### src/bcs_pkg.sv
// Shared types and constants of the Bezier sampler.
`default_nettype none
package bcs_pkg;

   localparam int MAX_POINTS_DEF = 16;
   localparam int COORD_BITS_DEF = 32;
   localparam int FRAC_BITS_DEF  = 16;

   localparam int CFG_W = 6;
   localparam int IDX_W = 2;
   localparam logic [CFG_W-1:0] DIVISIONS_RESET = 6'd50;

   localparam logic [IDX_W-1:0] REG_DIVISIONS = 2'd0;
   localparam logic [IDX_W-1:0] REG_STEPS     = 2'd1;

   typedef enum logic [3:0] {
      ST_IDLE,
      ST_T_START,
      ST_T_DIV,
      ST_LV_START,
      ST_LV_P,
      ST_EL_Q,
      ST_EL_MUL,
      ST_EL_ADD,
      ST_RD_STORE,
      ST_OUT_STORE,
      ST_OUT_LERP
   } state_type;

   typedef struct packed {
      logic store_we;
      logic rd_en;
      logic rd_work;
      logic div_init;
      logic div_step;
      logic p_load;
      logic d_load;
      logic mul;
      logic add_we;
      logic out_load;
      logic out_sel_store;
      logic out_last;
   } cmd_type;

endpackage
`default_nettype wire

### src/bcs_ctrl.sv
// Controller: point loading, sample and level sequencing, result handshake and settings.
`default_nettype none
module bcs_ctrl #(
   parameter int MAX_POINTS = bcs_pkg::MAX_POINTS_DEF,
   parameter int FRAC_BITS  = bcs_pkg::FRAC_BITS_DEF
) (
   input  wire                           clock,
   input  wire                           reset,
   input  wire                           req_valid,
   output logic                          req_ready,
   input  wire                           req_last_point,
   output logic                          rsp_valid,
   input  wire                           rsp_ready,
   input  wire                           csr_we,
   input  wire [bcs_pkg::IDX_W-1:0]      csr_index,
   input  wire [bcs_pkg::CFG_W-1:0]      csr_wdata,
   output bcs_pkg::cmd_type              cmd,
   output logic [((MAX_POINTS > 1) ? $clog2(MAX_POINTS) : 1)-1:0] rd_addr,
   output logic [((MAX_POINTS > 1) ? $clog2(MAX_POINTS) : 1)-1:0] wr_addr,
   output logic [bcs_pkg::CFG_W-1:0]     k_index,
   output logic [bcs_pkg::CFG_W-1:0]     eff_div
);

   localparam int AW   = (MAX_POINTS > 1) ? $clog2(MAX_POINTS) : 1;
   localparam int NCW  = $clog2(MAX_POINTS + 1);
   localparam int DIVN = FRAC_BITS + 1 + bcs_pkg::CFG_W;
   localparam int BCW  = $clog2(DIVN + 1);

   bcs_pkg::state_type state_ff, state_in;
   logic [bcs_pkg::CFG_W-1:0] div_ff, div_in, steps_ff, steps_in, k_ff, k_in;
   logic [NCW-1:0] cnt_ff, cnt_in, n_ff, n_in, lvl_ff, lvl_in;
   logic [AW-1:0]  i_ff, i_in;
   logic [BCW-1:0] bit_ff, bit_in;
   logic fin_ff, fin_in, out_valid_ff, out_valid_in;

   logic [bcs_pkg::CFG_W-1:0] eff_steps;
   logic has_room, full_run, k_last, sample_last, out_free, el_end, first_level;

   assign eff_div     = (div_ff == '0) ? bcs_pkg::CFG_W'(1) : div_ff;
   assign eff_steps   = (steps_ff < eff_div) ? steps_ff : eff_div;
   assign full_run    = (eff_steps == eff_div);
   assign k_last      = (k_ff == eff_steps);
   assign sample_last = k_last && !full_run;
   assign has_room    = (cnt_ff < NCW'(MAX_POINTS));
   assign out_free    = !out_valid_ff || rsp_ready;
   assign el_end      = ((NCW'(i_ff) + NCW'(2)) == lvl_ff);
   assign first_level = (lvl_ff == n_ff);
   assign k_index     = k_ff;
   assign rsp_valid   = out_valid_ff;

   always_ff @(posedge clock) begin
      if (reset) begin
         state_ff     <= bcs_pkg::ST_IDLE;
         div_ff       <= bcs_pkg::DIVISIONS_RESET;
         steps_ff     <= bcs_pkg::DIVISIONS_RESET;
         k_ff         <= '0;
         cnt_ff       <= '0;
         n_ff         <= '0;
         lvl_ff       <= '0;
         i_ff         <= '0;
         bit_ff       <= '0;
         fin_ff       <= 1'b0;
         out_valid_ff <= 1'b0;
      end else begin
         state_ff     <= state_in;
         div_ff       <= div_in;
         steps_ff     <= steps_in;
         k_ff         <= k_in;
         cnt_ff       <= cnt_in;
         n_ff         <= n_in;
         lvl_ff       <= lvl_in;
         i_ff         <= i_in;
         bit_ff       <= bit_in;
         fin_ff       <= fin_in;
         out_valid_ff <= out_valid_in;
      end
   end

   always_comb begin
      div_in   = div_ff;
      steps_in = steps_ff;
      if (csr_we) begin
         unique case (csr_index)
            bcs_pkg::REG_DIVISIONS: div_in   = csr_wdata;
            bcs_pkg::REG_STEPS:     steps_in = csr_wdata;
            default: ;
         endcase
      end
   end

   // Next state and sequencing counters.
   always_comb begin
      state_in     = state_ff;
      k_in         = k_ff;
      cnt_in       = cnt_ff;
      n_in         = n_ff;
      lvl_in       = lvl_ff;
      i_in         = i_ff;
      bit_in       = bit_ff;
      fin_in       = fin_ff;
      out_valid_in = cmd.out_load || (out_valid_ff && !rsp_ready);
      unique case (state_ff)
         bcs_pkg::ST_IDLE: begin
            if (req_valid) begin
               if (has_room) begin
                  cnt_in = cnt_ff + NCW'(1);
               end
               if (req_last_point) begin
                  n_in     = has_room ? (cnt_ff + NCW'(1)) : cnt_ff;
                  k_in     = '0;
                  fin_in   = 1'b0;
                  state_in = bcs_pkg::ST_T_START;
               end
            end
         end
         bcs_pkg::ST_T_START: begin
            bit_in   = '0;
            state_in = bcs_pkg::ST_T_DIV;
         end
         bcs_pkg::ST_T_DIV: begin
            bit_in = bit_ff + BCW'(1);
            if (bit_ff == BCW'(DIVN - 1)) begin
               if (n_ff == NCW'(1)) begin
                  state_in = bcs_pkg::ST_RD_STORE;
               end else begin
                  lvl_in   = n_ff;
                  state_in = bcs_pkg::ST_LV_START;
               end
            end
         end
         bcs_pkg::ST_LV_START: state_in = bcs_pkg::ST_LV_P;
         bcs_pkg::ST_LV_P: begin
            i_in     = '0;
            state_in = bcs_pkg::ST_EL_Q;
         end
         bcs_pkg::ST_EL_Q:   state_in = bcs_pkg::ST_EL_MUL;
         bcs_pkg::ST_EL_MUL: state_in = bcs_pkg::ST_EL_ADD;
         bcs_pkg::ST_EL_ADD: begin
            if (el_end) begin
               if (lvl_ff == NCW'(2)) begin
                  state_in = bcs_pkg::ST_OUT_LERP;
               end else begin
                  lvl_in   = lvl_ff - NCW'(1);
                  state_in = bcs_pkg::ST_LV_START;
               end
            end else begin
               i_in     = i_ff + AW'(1);
               state_in = bcs_pkg::ST_EL_Q;
            end
         end
         bcs_pkg::ST_RD_STORE: state_in = bcs_pkg::ST_OUT_STORE;
         bcs_pkg::ST_OUT_STORE, bcs_pkg::ST_OUT_LERP: begin
            if (out_free) begin
               if (fin_ff) begin
                  cnt_in   = '0;
                  state_in = bcs_pkg::ST_IDLE;
               end else if (k_last) begin
                  if (full_run) begin
                     fin_in   = 1'b1;
                     state_in = bcs_pkg::ST_RD_STORE;
                  end else begin
                     cnt_in   = '0;
                     state_in = bcs_pkg::ST_IDLE;
                  end
               end else begin
                  k_in     = k_ff + bcs_pkg::CFG_W'(1);
                  state_in = bcs_pkg::ST_T_START;
               end
            end
         end
         default: state_in = bcs_pkg::ST_IDLE;
      endcase
   end

   // Datapath commands.
   always_comb begin
      cmd       = '0;
      req_ready = 1'b0;
      rd_addr   = '0;
      wr_addr   = '0;
      unique case (state_ff)
         bcs_pkg::ST_IDLE: begin
            req_ready    = 1'b1;
            cmd.store_we = req_valid && has_room;
            wr_addr      = cnt_ff[AW-1:0];
         end
         bcs_pkg::ST_T_START: cmd.div_init = 1'b1;
         bcs_pkg::ST_T_DIV:   cmd.div_step = 1'b1;
         bcs_pkg::ST_LV_START: begin
            cmd.rd_en   = 1'b1;
            cmd.rd_work = !first_level;
         end
         bcs_pkg::ST_LV_P: begin
            cmd.p_load  = 1'b1;
            cmd.rd_en   = 1'b1;
            cmd.rd_work = !first_level;
            rd_addr     = AW'(1);
         end
         bcs_pkg::ST_EL_Q:   cmd.d_load = 1'b1;
         bcs_pkg::ST_EL_MUL: cmd.mul    = 1'b1;
         bcs_pkg::ST_EL_ADD: begin
            cmd.add_we = 1'b1;
            wr_addr    = i_ff;
            if (!el_end) begin
               cmd.rd_en   = 1'b1;
               cmd.rd_work = !first_level;
               rd_addr     = AW'({1'b0, i_ff} + (AW + 1)'(2));
            end
         end
         bcs_pkg::ST_RD_STORE: begin
            cmd.rd_en = 1'b1;
            rd_addr   = AW'(n_ff - NCW'(1));
         end
         bcs_pkg::ST_OUT_STORE: begin
            cmd.out_load      = out_free;
            cmd.out_sel_store = 1'b1;
            cmd.out_last      = fin_ff || sample_last;
         end
         bcs_pkg::ST_OUT_LERP: begin
            cmd.out_load = out_free;
            cmd.out_last = sample_last;
         end
         default: ;
      endcase
   end

endmodule
`default_nettype wire

### config.mk
export PLATFORM = sky130hd
export DESIGN_NAME = bcs_ctrl
export DESIGN_NICKNAME = d
export VERILOG_FILES = /design/src/bcs_pkg.sv /design/src/bcs_ctrl.sv
export SDC_FILE = /design/constraint.sdc
export NUM_CORES = 1
export LEC_CHECK = 0
export BUFFER_PORTS_ARGS = -buffer_cell sky130_fd_sc_hd__buf_2
export CORE_MARGIN = 1.5
export CORE_UTILIZATION = 40
export CTS_CLUSTER_DIAMETER = 30
export DETAILED_ROUTE_END_ITERATION = 10
export SLEW_MARGIN = 15
export SYNTH_ARGS = -nofsm -noshare
export SYNTH_HDL_FRONTEND = slang
export SYNTH_SLANG_ARGS = --single-unit
### constraint.sdc
create_clock -name clock -period 4.8 [get_ports clock]
set_clock_uncertainty 0.05 [all_clocks]
set_input_delay 0.72 -clock clock [delete_from_list [all_inputs] [get_ports clock]]
set_output_delay 0.72 -clock clock [all_outputs]
set_load 0.05 [all_outputs]
==> impl_metrics.tcl, run 1 <==
set metrics [dict create \
    status "completed" \
    die_x_um 95.2 \
    synth_edf_count 0 \
    power_density_nw_per_um2 286 \
    crit_required_ns 4.03 \
    core_um2 8220 \
    worst_ir_drop_vdd_mv 0.131 \
    dieArea_um2 9050 \
    io_pins 48 \
    fp-row-count 33 \
    synth_cells 441 \
    avgSynthCellArea_um2 7.70 \
    cp-startpoint "div_ff[3]" \
    drive_above_1_share_pct 17.8 \
    period_minus_slack_ns 4.11 \
    cts-resized-gates 0 \
    synth_common_cells "71 x nor2_1, 48 x dfxtp_1, 40 x nand2_1" \
    gp_congestion 0.857 \
    regToRegStartpoint "div_ff[3]" \
    grt_usage_pct 19.8 \
    critPathKind "register to output port" \
    max_cap_viol_count 0 \
    ys_types 62 \
    numClockSinks 48 \
    cts_max_level 2 \
    wire_per_inst_um 14.5 \
    drt_iter0_markers 133 \
    root_buffer "clkbuf_8" \
    synth-async-reset-ratio_pct 0 \
    port_buffers 47 \
    dr.pass1.iters 4 \
    synth-seq-area-share_pct 28.3 \
    synth_top_area_cell "dfxtp_1" \
    crit_chain "inv_1, ha_1, a21oi_1, o21ai_0, a21oi_4, mux4_2, a21oi_4, nand2_1, o2bb2a_2, nor2_1, buf_2" \
    synth_fp_nets 470 \
    vias 3158 \
    n_antenna_cell 0 \
    grt_pass1_vias 3045 \
    drtAntennaViolNets 0 \
    ctsLongestPathBuffers 2 \
    synth_seq_cells 48 \
    yosysWarnings 0 \
    power_leakage_nw 1.55 \
    hold_viol 0 \
    setup_tns_ns 0 \
    crit_arrival_ns 3.34 \
    num-fill-cells 821 \
    clkTransAtPathRegs_ns 0.09 \
    holdBufCountCts 0 \
    setup_viol 0 \
    start_util_pct 41.3 \
    period_share_pct 85.6 \
    slew_viol_final 0 \
    die-height_um 95.2 \
    synth_top_area_share_pct 28.3 \
    synth.most_common_cell "nor2_1" \
    max_slew_margin_pct 32.9 \
    cpMaxStageDelayCell "mux4_2" \
    insertion_delay_ns 0.31 \
    min_path_type "register to register" \
    synthTopCellsByArea "dfxtp_1 28%, nor2_1 7.8%, ha_1 5.5%" \
    hold_ws_ns 0.421 \
    cp_max_fo 7 \
    grt_max_degree 46 \
    antenna_found_initial 0 \
    cpMostUsedCell "a21oi_4" \
    via_per_inst 5.46 \
    grt_first_pass_wirelength_um 14300 \
    cts_tree "yes" \
    cp-end-kind "output port" \
    grt_overflow 0 \
    drc 0 \
    numCtsBuffers 5 \
    final_cell_count_no_fill 578 \
    holdCritStartpoint "fin_ff" \
    cp_top_family "compound AO/OA/AOI/OAI gates" \
    synth_ff_type "dfxtp_1" \
    cts_setup_buffers 0 \
    tightest_slew_ns 0.999 \
    wl_um 8390 \
    rsz0062_at_grt "false" \
    netlist_area_um2 3400 \
    place_inst 570 \
    dp_hpwl_um 6250 \
    nets 501 \
    syn2layout_area_growth_pct 12.1 \
    fmax_mhz 243 \
    cp.buffers_inverters 2 \
    worst_setup_path_start_kind "register" \
    max_stage_delay_ns 0.61 \
]
==> registers in the layout (all words and copies together) (netlist names) <==
name and count:
div_ff 6, k_index 6, steps_ff 6, bit_ff 5
cnt_ff 5, lvl_ff 5, n_ff 5, i_ff 4
state_ff 4, fin_ff 1, rsp_valid 1
==> path summary, 6_finish.rpt <==
| path | endpoint | slack, ns | cells past startpoint |
|---|---|---|---|
| setup / recovery | cmd[0] | 0.69 | 11 |
| hold / removal | fin_ff | 0.42 | 2 |
| setup reg to reg | cnt_ff[2] | 1.83 | 9 |
| hold reg to reg | fin_ff | 0.42 | 2 |
==> per-layer routing <==
metal  GRT usage [%]  up-vias  wire, um
met4            7.21        0       135
met1            26.3     1482      4040
met5               0        -         0
li1                -     1596         -
met3            3.19       12       314
met2            32.1       68      3900
==> logic make-up (layout without fill, tap and decap cells) <==
group | count (synthesis) | in the layout | share of synthesized area [%]
AND/OR/NAND/NOR | 185 | 185 | 25.8
AO/OA/AOI/OAI | 102 | 102 | 23.5
buffers and inverters | 52 | 84 | 5.89
flip-flops | 48 | 48 | 28.3
XOR/XNOR | 24 | 24 | 6.19
adder cells (fa/ha/maj) | 15 | 15 | 5.52
multiplexers | 15 | 15 | 4.79
==> cell type report <==
| type | count | area, um^2 | share of cell area (%) |
|---|---|---|---|
| Tap cell | 105 | 131 | 3.45 |
| Multi-Input combinational cell | 341 | 2240 | 58.9 |
| Timing Repair Buffer | 48 | 243 | 6.37 |
| Clock buffer | 7 | 96.3 | 2.53 |
| Inverter | 28 | 105 | 2.76 |
| Clock inverter | 1 | 30.0 | 0.788 |
| Sequential cell | 48 | 961 | 25.2 |
==> worst reg2reg max path: stages, from the launching register on <==
cell and delay [ns]:
dfxtp_1 0.46, inv_1 0.09, ha_1 0.31, a21oi_1 0.14, o21ai_0 0.13, a21oi_4 0.28, mux4_2 0.62, o41ai_4 0.46
and3_1 0.23, nor3_1 0.05
==> layout by cell type, fill, tap and decap left out, drive strengths merged, types with 3 or more instances in the layout <==
master   count
xnor2       13
a21oi       28
a221oi       3
buf         48
o21ai       21
and2         5
a2111oi      3
a31oi        6
nand4        8
or2          4
mux2i       14
nand2b       9
ha          15
nand3        9
a211oi       8
clkbuf       7
nor3b        3
nor2        72
nor2b       10
dfxtp       48
nand3b       3
inv         28
xor2        11
a22o         3
o22ai        4
a21o         3
a211o        6
nor3        13
nand2       41
==> report_power, final <==
group          switching, mW  internal (mW)  leakage (nW)
registers             0.0454          0.417         0.389
clock network          0.147          0.184        0.0645
logic                  0.187          0.107          1.10
==> stage by stage <==
stage	instance area [um^2]	power, mW	utilization, %	worst slack [ns]
2_1_floorplan	3400	0.703	-	0.985
3_3_place_gp	3680	0.762	44.8	1.08
3_5_place_dp	3680	0.766	44.8	1.04
4_1_cts	3810	1.10	46.4	0.690
5_1_grt	3810	1.15	46.4	0.477
6_report	3810	1.09	46.4	0.691
Power figures use the tool's default switching activity.
==> inputs of run 2 (changes only) <==
--- a/config.mk
+++ b/config.mk
@@ -5,11 +5,13 @@
 export SDC_FILE = /design/constraint.sdc
 export NUM_CORES = 1
 export LEC_CHECK = 0
+export ABC_AREA = 1
 export BUFFER_PORTS_ARGS = -buffer_cell sky130_fd_sc_hd__buf_2
 export CORE_MARGIN = 1.5
 export CORE_UTILIZATION = 40
 export CTS_CLUSTER_DIAMETER = 30
 export DETAILED_ROUTE_END_ITERATION = 10
+export PLACE_DENSITY = 0.65
 export SLEW_MARGIN = 15
 export SYNTH_ARGS = -nofsm -noshare
 export SYNTH_HDL_FRONTEND = slang
==> impl_metrics.tcl, run 2 <==
set metrics [dict create \
    reg2regPathDepth 16 \
    critPathKind "register to output port" \
    wl_um 8350 \
    grt_max_degree 33 \
    rsz0062_at_grt "false" \
    worst_setup_path_start_kind "register" \
    dieArea_um2 8840 \
    cts_setup_buffers 0 \
    grt_pass1_vias 2955 \
    drc 0 \
    synth_top_area_cell "dfxtp_1" \
    slew_viol_final 0 \
    holdBufCountCts 0 \
    min_path_type "register to register" \
    synth_seq_cells 48 \
    power_leakage_nw 1.64 \
    worst_ir_drop_vdd_mv 0.210 \
    root_buffer "clkbuf_8" \
    fmax_mhz 255 \
    grt_overflow 0 \
    period_share_pct 81.9 \
    core_um2 8130 \
    synth.most_common_cell "nand2_1" \
    cp-end-kind "output port" \
    synth_fa_ha_area_share_pct 5.67 \
    vias 3273 \
    crit_required_ns 4.03 \
    holdCritStartpoint "bit_ff[4]" \
    worst_slack_ns 0.871 \
    gp_congestion 0.909 \
    final_cell_mix "91 x nand2_1, 61 x inv_1, 48 x nor2_1, 48 x dfxtp_1, 47 x buf_2" \
    syn2layout_area_growth_pct 11.0 \
    synth_fp_nets 521 \
    clkPwrFrac_pct 17.9 \
    r2r-end "cnt_ff[2]" \
    synth-seq-area-share_pct 29.0 \
    numClockSinks 48 \
    synth_top_area_share_pct 29.0 \
    power_frac_comb_pct 49.9 \
    cts_max_level 2 \
    n_antenna_cell 0 \
    dp_hpwl_um 6330 \
    dr.pass1.iters 4 \
    tightest_slew_ns 0.992 \
    clkTransAtPathRegs_ns 0.10 \
    setup_viol 0 \
    final_common_cell "nand2_1" \
    crit_arrival_ns 3.16 \
    nets 557 \
    insertion_delay_ns 0.31 \
    port_buffers 47 \
    yosys.area_share.simple_pct 30.0 \
    cp_max_fo 11 \
    internal_power_mw 0.882 \
    wire_per_inst_um 13.2 \
    p_sw_share_pct 47.7 \
    drtAntennaViolNets 0 \
    cts_tree "yes" \
    period_minus_slack_ns 3.93 \
    ctsLongestPathBuffers 2 \
    ys_types 44 \
    die_x_um 94.0 \
    p_seq_share_pct 32.2 \
    grt_first_pass_wirelength_um 14000 \
    setup_tns_ns 0 \
    rrSetupSlack_ns 1.90 \
    power.switching_mw 0.806 \
    start_util_pct 40.7 \
    regToRegStartpoint "div_ff[3]" \
    drive_above_1_share_pct 16.8 \
    hold_viol 0 \
    drt_iter0_markers 123 \
    synthTopCellsByArea "dfxtp_1 29%, nand2_1 10%, inv_1 6.9%" \
    muxShareOfSynthArea_pct 0 \
    die-height_um 94.0 \
    synth_cells 492 \
    antenna_found_initial 0 \
    via_per_inst 5.16 \
    dp_slack_ns 1.23 \
    max_slew_margin_pct 33.8 \
    synth_ff_type "dfxtp_1" \
    power_density_nw_per_um2 459 \
    worstHoldPathCells 2 \
    fp-row-count 33 \
    synth-async-reset-ratio_pct 0 \
    status "completed" \
    yosysWarnings 0 \
    grt_usage_pct 20.3 \
    synth_compound_area_share_pct 18.5 \
    max_cap_viol_count 0 \
    netlist_area_um2 3310 \
    numCtsBuffers 5 \
    holdPathEnd "bit_ff[4]" \
    synth-xor-area-share_pct 5.02 \
    synth_common_cells "91 x nand2_1, 61 x inv_1, 48 x dfxtp_1, 48 x nor2_1, 45 x nand3_1" \
    synth_edf_count 0 \
    avgSynthCellArea_um2 6.73 \
    cts-resized-gates 0 \
    io_pins 48 \
    synth_top_family_by_area "simple AND/OR/NAND/NOR gates" \
]
run 2: cell count changes after synthesis, sizes merged, moves of 14 or more:
cell,change
a21oi,+14
inv,+40
mux2i,-14
nand2,+59
nand3,+38
nor2,-18
run 2: kinds of logic after synthesis:
group,Yosys count
fa+ha+maj,15
simple gates,220
flops,48
buf+inv,88
compound gates,102
xor+xnor,19
run 2: layout make-up:
cell class / instances / area [um^2]
inverter: 69 / 273
sequential: 48 / 961
clock buffer: 6 / 72.6
multi-input combinational: 356 / 1960
clock inverter: 2 / 35.0
timing repair buffer: 48 / 243
fill: 849 / 4460
tap: 105 / 131
run 2: worst max-delay path by stage:
| stage | startpoint | to | cells after the start |
|---|---|---|---|
| after global routing | div_ff[3] | cmd[0] | 14 |
| after floorplan | div_ff[3] | cmd[0] | 14 |
| after CTS | div_ff[3] | cmd[0] | 14 |
| final | div_ff[3] | cmd[0] | 14 |
| after global placement | div_ff[3] | cmd[0] | 14 |
| after detailed placement | div_ff[3] | cmd[0] | 14 |
run 2: worst max-delay path, stage by stage (launching register included):
cell	delay [ns]
dfxtp_1	0.42
inv_1	0.11
ha_1	0.32
a21oi_1	0.18
nor2_2	0.07
a211oi_4	0.39
nand2_2	0.26
nand2_1	0.11
nand3_1	0.06
nand2_1	0.07
nand2_1	0.09
nor2_4	0.18
nand3_2	0.12
a21oi_1	0.18
buf_2	0.29
run 2: layer usage:
layer  part of all wire, %  GRT usage (%)  vias up  wire length, um
met5                     0              0        -                0
met4                   1.9           7.59        0              158
met3                   3.8           3.72       14              315
met2                    46           31.9       61             3870
met1                    48           27.4     1504             4010
li1                      -              -     1694                -
run 2: power by group through the flow:
stage	Clock, mW	Combinational (mW)	Sequential, mW
detailed placement	0	0.839	0.550
finish	0.302	0.843	0.543
floorplan	0	0.720	0.522
global placement	0	0.829	0.549
CTS	0.307	0.842	0.542
global route	0.323	0.948	0.553
run 2: through the flow:
stage	instances	util [%]	power, mW	area [um^2]	hold slack [ns]
after floorplan	492	-	1.24	3310	0.403
after global placement	626	43.9	1.38	3570	0.417
after detailed placement	626	43.9	1.39	3570	0.420
after CTS	634	45.2	1.69	3680	0.435
after global routing	634	45.2	1.82	3680	0.478
final	634	45.2	1.69	3680	0.438
==> inputs of run 3 (changes only) <==
--- a/config.mk
+++ b/config.mk
@@ -5,13 +5,13 @@
 export SDC_FILE = /design/constraint.sdc
 export NUM_CORES = 1
 export LEC_CHECK = 0
-export ABC_AREA = 1
+export ABC_AREA = 0
 export BUFFER_PORTS_ARGS = -buffer_cell sky130_fd_sc_hd__buf_2
 export CORE_MARGIN = 1.5
 export CORE_UTILIZATION = 40
 export CTS_CLUSTER_DIAMETER = 30
 export DETAILED_ROUTE_END_ITERATION = 10
-export PLACE_DENSITY = 0.65
+export PLACE_DENSITY = 0.67
 export SLEW_MARGIN = 15
 export SYNTH_ARGS = -nofsm -noshare
 export SYNTH_HDL_FRONTEND = slang
==> constraint.sdc (replaced) <==
create_clock -name clock -period 3.5 [get_ports clock]
set_clock_uncertainty 0.05 [all_clocks]
set_input_delay 0.525 -clock clock [delete_from_list [all_inputs] [get_ports clock]]
set_output_delay 0.525 -clock clock [all_outputs]
set_load 0.05 [all_outputs]
==> impl_metrics.tcl, run 3 (synthesis gave the netlist of run 1 again) <==
set metrics [dict create \
    dr.pass1.iters 4 \
    drc 0 \
    cts_max_level 2 \
    dieArea_um2 9050 \
    p_sw_share_pct 36.9 \
    via_per_inst 5.44 \
    die_x_um 95.2 \
    dp_hpwl_um 6250 \
    power.switching_mw 0.525 \
    antenna_found_initial 0 \
    cpMaxStageDelayCell "mux4_2" \
    tightest_slew_ns 0.700 \
    vias 3216 \
    numCtsBuffers 5 \
    final_cell_count_no_fill 591 \
    syn2layout_area_growth_pct 15.8 \
    nets 514 \
    gp_congestion 0.872 \
    p_seq_share_pct 43.6 \
    crit_arrival_ns 2.87 \
    grt_max_degree 33 \
    grt_first_pass_wirelength_um 13400 \
    power_frac_comb_pct 31.4 \
    power_density_nw_per_um2 362 \
    drt_iter0_markers 108 \
    grt_usage_pct 18.3 \
    hold_viol 0 \
    start_util_pct 41.3 \
    core_um2 8220 \
    cp-startpoint "div_ff[1]" \
    numClockSinks 48 \
    fmax_mhz 290 \
    final_cell_mix "70 x nor2_1, 46 x buf_2, 45 x dfxtp_1" \
    root_buffer "clkbuf_8" \
    drive_above_1_share_pct 21.6 \
    power_leakage_nw 1.61 \
    dp_slack_ns 0.138 \
    wl_um 8240 \
    n_antenna_cell 0 \
    worst_setup_path_start_kind "register" \
    period_minus_slack_ns 3.45 \
    clkPwrFrac_pct 25.0 \
    cp.buffers_inverters 2 \
    cts_tree "yes" \
    grt_pass1_vias 2904 \
    max_slew_margin_pct 52.7 \
    fp-row-count 33 \
    regToRegStartpoint "i_ff[1]" \
    max_cap_viol_count 0 \
    final_common_cell "nor2_1" \
    cp_max_fo 6 \
    hold_ws_ns 0.391 \
    slew_viol_final 0 \
    clkTransAtPathRegs_ns 0.09 \
    final_util_pct 47.9 \
    worst_slack_ns 0.0535 \
    cp-end-kind "output port" \
    io_pins 48 \
    insertion_delay_ns 0.30 \
    grt_overflow 0 \
    crit_required_ns 2.92 \
    wire_per_inst_um 13.9 \
    holdCritStartpoint "csr_wdata[1]" \
    min_path_type "input port to register" \
    holdBufCountCts 0 \
    place_inst 580 \
    ctsLongestPathBuffers 2 \
    crit_chain "inv_1, ha_4, nor4_4, a22oi_2, a21oi_4, mux4_2, a21oi_4, nand2_1, o2bb2a_2, nor2_4, buf_6" \
    status "completed" \
    setup_tns_ns 0 \
    setup_viol 0 \
    period_share_pct 98.5 \
    drtAntennaViolNets 0 \
    die-height_um 95.2 \
    port_buffers 47 \
    critPathKind "register to output port" \
    max_stage_delay_ns 0.58 \
    worst_ir_drop_vdd_mv 0.236 \
    cpMostUsedCell "a21oi_4" \
    cp_top_family "compound AO/OA/AOI/OAI gates" \
    internal_power_mw 0.899 \
]
-- run 3: layout make-up --
class	count	area [um^2]
Clock buffer	6	82.6
Multi-Input combinational cell	341	2290
Clock inverter	2	10.0
Inverter	28	105
Timing Repair Buffer	61	347
Fill cell	820	4280
Sequential cell	48	970
Tap cell	105	131
-- run 3: power by group through the flow --
stage / Clock, mW / Combinational (mW) / Sequential (mW)
finish: 0.356 / 0.447 / 0.621
global route: 0.381 / 0.491 / 0.627
CTS: 0.366 / 0.443 / 0.620
detailed placement: 0 / 0.439 / 0.632
global placement: 0 / 0.432 / 0.631
floorplan: 0 / 0.358 / 0.607
-- run 3: worst paths after layout --
check / slack (ns) / cells after the start / to
worst max register to register: 0.68 / 10 / lvl_ff[0]
worst min register to register: 0.43 / 2 / fin_ff
worst min-delay path: 0.39 / 2 / div_ff[1]
worst max-delay path: 0.05 / 11 / cmd[0]
-- run 3: timing repair --
action,in CTS,in global routing
endpoints found under the setup margin,1,1
resized for setup,4,11
buffers inserted,1,2
pin swaps,1,3
-- run 3: stage by stage --
stage | total power [mW] | area, um^2
floorplan | 0.965 | 3400
global placement | 1.06 | 3760
detailed placement | 1.07 | 3760
CTS | 1.43 | 3870
global route | 1.50 | 3930
finish | 1.42 | 3930
-- run 3: routing by layer --
metal	GRT usage (%)	vias up	part of all wire, %
met5	0	-	0
met4	4.35	0	1.0
met3	2.55	8	2.7
met2	31.9	52	50
met1	23.7	1520	46
li1	-	1636	-
